[config.mk]
export PLATFORM = sky130hd
export DESIGN_NAME = dpfr_ctrl
export DESIGN_NICKNAME = d
export VERILOG_FILES = /design/src/dpfr_pkg.sv /design/src/dpfr_ctrl.sv
export SDC_FILE = /design/constraint.sdc
export NUM_CORES = 1
export LEC_CHECK = 0
export ABC_AREA = 1
export BUFFER_PORTS_ARGS = -buffer_cell sky130_fd_sc_hd__buf_2
export CORE_AREA = 8 8 45 47
export CTS_CLUSTER_DIAMETER = 30
export DETAILED_ROUTE_END_ITERATION = 6
export DIE_AREA = 0 0 53 55
export PLACE_DENSITY = 0.45
export SYNTH_ARGS = -nofsm -noshare
export SYNTH_HDL_FRONTEND = slang
export SYNTH_SLANG_ARGS = --single-unit
[constraint.sdc]
create_clock -name clk -period 1.2 [get_ports clk]
set_input_delay 0.06 -clock clk [delete_from_list [all_inputs] [get_ports clk]]
set_output_delay 0.06 -clock clk [all_outputs]
set_load 0.005 [all_outputs]
[src/dpfr_pkg.sv]
// Package for the demand page fault resolver: default sizes, codes, words
// and the command and status groups between controller and datapath.
// No dependencies.
package dpfr_pkg;

  localparam int unsigned MAX_SEGMENTS_DEF = 8;
  localparam int unsigned PAGE_BYTES_DEF   = 4096;
  localparam int unsigned MAX_PAGES_DEF    = 1024;

  localparam int unsigned LEN_W     = 23;
  localparam int unsigned ROW_SEL_W = 3;

  typedef enum logic [1:0] {
    ACT_STORED  = 2'd0,
    ACT_NO_SEG  = 2'd1,
    ACT_ALREADY = 2'd2,
    ACT_MAPPED  = 2'd3
  } action_t;

  typedef enum logic {
    KIND_LOAD  = 1'b0,
    KIND_FAULT = 1'b1
  } kind_t;

  typedef enum logic [2:0] {
    S_IDLE,
    S_LOAD,
    S_SEARCH,
    S_PICK,
    S_RESOLVE
  } state_t;

  typedef struct packed {
    logic [2:0]       seg_slot;
    logic [31:0]      new_base;
    logic [LEN_W-1:0] new_mem_len;
    logic [LEN_W-1:0] new_file_len;
    logic [31:0]      new_file_pos;
    logic [2:0]       new_perm;
    logic [31:0]      miss_addr;
  } req_word_t;

  typedef struct packed {
    action_t     action;
    logic [2:0]  hit_slot;
    logic [31:0] page_addr;
    logic [31:0] file_read_pos;
    logic [12:0] copy_bytes;
    logic [12:0] zero_bytes;
    logic [2:0]  page_perm;
  } rsp_word_t;

  typedef struct packed {
    logic capture;
    logic load;
    logic search;
    logic pick;
    logic commit;
  } cmd_t;

  typedef struct packed {
    logic out_free;
  } status_t;

endpackage

[src/dpfr_ctrl.sv]
// Controller of the demand page fault resolver: sequences load and fault
// words through the datapath. Depends on dpfr_pkg.
module dpfr_ctrl (
  input  logic              clk,
  input  logic              rst,
  input  logic              in_valid,
  input  dpfr_pkg::kind_t   in_kind,
  output logic              in_ready,
  input  dpfr_pkg::status_t status,
  output dpfr_pkg::cmd_t    cmd
);

  dpfr_pkg::state_t state;
  dpfr_pkg::state_t state_next;
  logic             in_fire;

  assign in_fire = in_valid && in_ready;

  always_ff @(posedge clk) begin
    if (rst) begin
      state <= dpfr_pkg::S_IDLE;
    end else begin
      state <= state_next;
    end
  end

  always_comb begin
    state_next = state;
    unique case (state)
      dpfr_pkg::S_IDLE: begin
        if (in_fire) begin
          state_next = (in_kind == dpfr_pkg::KIND_LOAD) ? dpfr_pkg::S_LOAD
                                                        : dpfr_pkg::S_SEARCH;
        end
      end
      dpfr_pkg::S_LOAD: begin
        if (status.out_free) begin
          state_next = dpfr_pkg::S_IDLE;
        end
      end
      dpfr_pkg::S_SEARCH: state_next = dpfr_pkg::S_PICK;
      dpfr_pkg::S_PICK:   state_next = dpfr_pkg::S_RESOLVE;
      dpfr_pkg::S_RESOLVE: begin
        if (status.out_free) begin
          state_next = dpfr_pkg::S_IDLE;
        end
      end
      default: state_next = dpfr_pkg::S_IDLE;
    endcase
  end

  always_comb begin
    in_ready = 1'b0;
    cmd      = '0;
    unique case (state)
      dpfr_pkg::S_IDLE: begin
        in_ready    = 1'b1;
        cmd.capture = in_valid;
      end
      dpfr_pkg::S_LOAD:    cmd.load   = status.out_free;
      dpfr_pkg::S_SEARCH:  cmd.search = 1'b1;
      dpfr_pkg::S_PICK:    cmd.pick   = 1'b1;
      dpfr_pkg::S_RESOLVE: cmd.commit = status.out_free;
      default: begin
        in_ready = 1'b0;
      end
    endcase
  end

  a_fault_seq: assert property (@(posedge clk) disable iff (rst)
    (in_fire && in_kind == dpfr_pkg::KIND_FAULT) |=>
      (state == dpfr_pkg::S_SEARCH) ##1 (state == dpfr_pkg::S_PICK)
      ##1 (state == dpfr_pkg::S_RESOLVE))
    else $error("fault word left the search sequence");

  a_load_seq: assert property (@(posedge clk) disable iff (rst)
    (in_fire && in_kind == dpfr_pkg::KIND_LOAD) |=> (state == dpfr_pkg::S_LOAD))
    else $error("load word not routed to load state");

  a_result_gate: assert property (@(posedge clk) disable iff (rst)
    (cmd.load || cmd.commit) |-> status.out_free)
    else $error("result issued while output register busy");

endmodule

## After elaboration in Yosys (flattened, before gate mapping)

Cells that the tools add are included.

- Input port bits: 5
- Output and inout bits: 6
- Flip-flop bits (word level): 3
- Word-level logic and storage cells: 21

- Mux-type cells: 10
- Reduce and logical (&&, ||, !) cells: 4
- Equality and inequality tests: 6

Operators by type and width:

| kind | count |
|---|---|
| $pmux W3 S4 | 1 |
| $eq A3 B2 Y1 const B | 2 |
| $mux W1 | 6 |
| $mux W3 | 2 |
| $eq A3 B1 Y1 const B | 1 |
| $eq A3 B3 Y1 const B | 1 |
| $logic_not A3 Y1 | 1 |
| $mux W2 | 1 |
| $ne A2 B1 Y1 const B | 1 |
| $ne A2 B2 Y1 const B | 1 |
| $reduce_and A2 Y1 | 1 |
| $reduce_or A2 Y1 | 1 |
| $logic_and A1 B1 Y1 | 1 |

## Logic depth before layout (Yosys ltp)

- Depth after elaboration: 5
- Mapped depth: 8
- Gate-level depth less buffers: 7

## Worst setup path after synthesis

No wires, ideal clock.

- Path type: register -> register
- From: register state[0]
- To: register state[0]
- Data arrival time: 0.797 ns
- Path slack: 0.293 ns
- Path buffers: 0
- Clock period less this slack: 0.907 ns
- Library setup time: 0.110 ns
- Required time: 1.090 ns
- Cell stages (with the launch flop): 8
- Cells stage by stage: dfxtp_1 -> inv_1 -> nor2_1 -> nand3_1 -> nand3_2 -> nand2_1 -> inv_1 -> nor2_1

- Word-level cells in the longest chain between the ends: 5
- Elaborated cells on any way between the ends: 12
- Those cells by class: eq/ne: 6; mux: 2; reduce/logical: 4

RTL lines:

| item | line | source |
|---|---|---|
| start: declaration | dpfr_ctrl.sv:13 | `dpfr_pkg::state_t state;` |
| start signal: assignment | dpfr_ctrl.sv:21 | `state <= dpfr_pkg::S_IDLE;` |
| start signal: assignment | dpfr_ctrl.sv:23 | `state <= state_next;` |
| $logic_not A3 Y1 | dpfr_ctrl.sv:29, dpfr_ctrl.sv:55 |  |
| $mux W1 | dpfr_ctrl.sv:55 | `unique case (state)` |
| $logic_and A1 B1 Y1 | dpfr_ctrl.sv:17 | `assign in_fire = in_valid && in_ready;` |
| $ne A2 B2 Y1 (no source line) | -- |  |
| $reduce_and A2 Y1 (no source line) | -- |  |

Parallel ways exist; a longest one is shown, timed or not.
A chain may end at the register's enable or synchronous reset.

==> results.cfg <==
[power]
p_total_mw = 0.480
p_sw_share_pct = 33.7
combinationalPowerShare_pct = 34.5
p_per_area_nw_per_um2 = 1420
p_int_mw = 0.319
switchingPower_mw = 0.162
p_leak_nw = 0.196
ir_worst_vdd_mv = 0.380
clkPwrFrac_pct = 35.3
p_seq_share_pct = 30.3

[sta]
finalCritPeriodShare_pct = 90.6
setup_viol = 0
rsz0062_at_grt = no
worst_pin_slew_ns = 0.199
max_freq_mhz = 920
maxSlewViolCount = 0
final-hold-violation-count = 0
period_needed_ns = 1.09
tns_ns = 0
relSlewSlack_pct = 86.6
finClkSkew_ns = 0.000335

[routing]
wire_per_inst_um = 8.70
viasPerCell = 3.96
drt_pass1_iterations = 3
ant_nets = 0
detail_route.wirelength_um = 600
drtIter0Drc = 1
route.detailed.drc = 0
vias = 273

[setup_path]
required_ns = 1.14
reg2reg_slack_ns = 0.21
slowest_delay_ns = 0.34
path_cells = nor2_2, inv_1, nor3_1, buf_2
critical_path.slowest_cell = dfxtp_2
reg2reg_from = state[0]$_SDFFE_PP0P_
critPathArrivalTime_ns = 1.03
critPathKind = flip-flop to output port
reg2reg_depth = 7
path_max_fanout = 7
reg2reg_to = state[0]$_SDFFE_PP0P_
end_kind = output port
start_kind = flip-flop

[final_layout]
multi_input_area_um2 = 134
nets = 59
antenna_cells = 0
area_delta_synth_final_pct = 35.7
regMostFlops = state
fin_cells = 69
n_fill_cell = 165
top_regs = state x3
largest_reg_flops = 3
seq_area_um2 = 63.8
layout-drive-gt1-share_pct = 43.4

[global_route]
grt_overflow_total = 0
grt_pass1_vias = 229
grt_usage_pct = 4.86
grt_start_max_net_pins = 10
grt_pass1_wl_um = 986
antenna_found_initial = 0

[logic_synthesis]
yosysWarnings = 0
synth_cells = 40
synthesis.area_um2 = 249
yosysTopAreaCellShare_pct = 24.1
ys_ff_latch = 3
synth_area_leaders = dfxtp_1, nand3_2, inv_1
synth_cell_types = 15
syn_avg_cell_area_um2 = 6.22
ys_seq_area_share_pct = 24.1
synthesis.nets = 45
yosysTopAreaCell = dfxtp_1

[clock_network]
insertion_delay_ns = 0.23
clkTransAtPathRegs_ns = 0.03
htreeDepth = 1
clock-root-buffer = clkbuf_4
cts_tree = yes
clockBufferDepth = 2
clock-sinks = 3
cts-buffers-inserted = 3

[worst_hold_path]
min_path_type = input port to flip-flop
hp-start = rst
hold_depth = 2
whs_endpoint = state[2]$_SDFFE_PP0P_

[placement]
routabilityCongestion = 0.673
dp_hpwl_um = 473
dp_cells = 64
portBuffers = 10

[floorplanning]
die_area_um2 = 2920
num_rows = 14
start_util_pct = 18.0
io_pins = 11
die_h_um = 55
coreArea_um2 = 1380
die_w_um = 53

[run]
drv_cap = 0

[outcome]
outcome = finished clean
[area by class of cell]
class,count,share of cell area (%)
multi-input cells,26,39.6
inverters,9,10.7
flip-flops and latches,3,18.9
clock buffers,4,7.78
repair buffers,11,17.0
well taps,16,5.93
[worst max path at each step]
stage / from / to / slack [ns]
2_1_floorplan: state[0]$_SDFFE_PP0P_ / state[0]$_SDFFE_PP0P_ / 0.29
3_3_place_gp: state[1]$_SDFFE_PP0P_ / state[0]$_SDFFE_PP0P_ / 0.12
3_5_place_dp: state[1]$_SDFFE_PP0P_ / state[0]$_SDFFE_PP0P_ / 0.14
4_1_cts: state[2]$_SDFFE_PP0P_ / cmd[0] / 0.01
5_1_grt: state[0]$_SDFFE_PP0P_ / cmd[4] / 0.004
6_report: state[0]$_SDFFE_PP0P_ / cmd[4] / 0.11
[power groups by stage]
stage / Clock, mW / Sequential [mW] / Combinational (mW)
after detailed placement: 0 / 0.143 / 0.155
after floorplan: 0 / 0.129 / 0.136
after global placement: 0 / 0.144 / 0.156
after global routing: 0.190 / 0.148 / 0.192
final: 0.169 / 0.145 / 0.166
after CTS: 0.179 / 0.142 / 0.166
[worst max-delay path: cells and delay by family (launching register included)]
family / cells / cell delay (ns)
DFF: 1 / 0.34
and+or+nand+nor: 2 / 0.25
buffers and inverters: 2 / 0.21
[cell usage in the layout (no fill, tap or decap), types with 2 or more instances in the layout]
| master | n |
|---|---|
| nor3_1 | 3 |
| nand3_1 | 4 |
| nor2_1 | 5 |
| dfxtp_2 | 3 |
| inv_1 | 7 |
| nand3_2 | 3 |
| buf_2 | 10 |
| nand2_1 | 6 |
| clkbuf_4 | 3 |
| o21ai_0 | 2 |
[through the flow]
step           instance area (um2)  utilization, %  hold WS, ns  worst slack, ns
4_1_cts                        334            24.1       0.0212           0.0149
2_1_floorplan                  249               -        0.129            0.293
3_3_place_gp                   300            21.7        0.266            0.122
3_5_place_dp                   300            21.7        0.264            0.136
5_1_grt                        338            24.4       0.0167          0.00407
6_report                       338            24.4       0.0173            0.113
[per-layer routing]
metal,routed length [um],part of all wire [%],GRT usage [%]
met3,107,18,4.28
met1,258,43,5.00
met5,0,0,0
met2,234,39,5.47
met4,0,0,5.17
[Yosys cell counts]
cell type,n
o21ai_0,2
inv_2,1
nor2_1,5
nand3_2,3
inv_4,1
nand2_1,6
nand3_1,4
inv_1,7
nor2_2,1
a21oi_1,1
nor4_1,1
buf_6,1
buf_4,1
dfxtp_1,3
nor3_1,3
[repair_timing]
item                                    in CTS  in global routing
pin swaps                                    1                  1
hold buffers                                 0                  0
resized for setup                            0                  3
buffers inserted                             1                  0
endpoints found under the setup margin       1                  3
[cells by family (layout without fill, tap and decap cells)]
family | after synthesis | after routing | share of synthesized area, %
AOI/OAI and AO/OA | 3 | 3 | 6.03
and+or+nand+nor | 23 | 23 | 47.7
buffers and inverters | 11 | 24 | 22.1
DFF | 3 | 3 | 24.1
(Power assumes the default switching activity.)
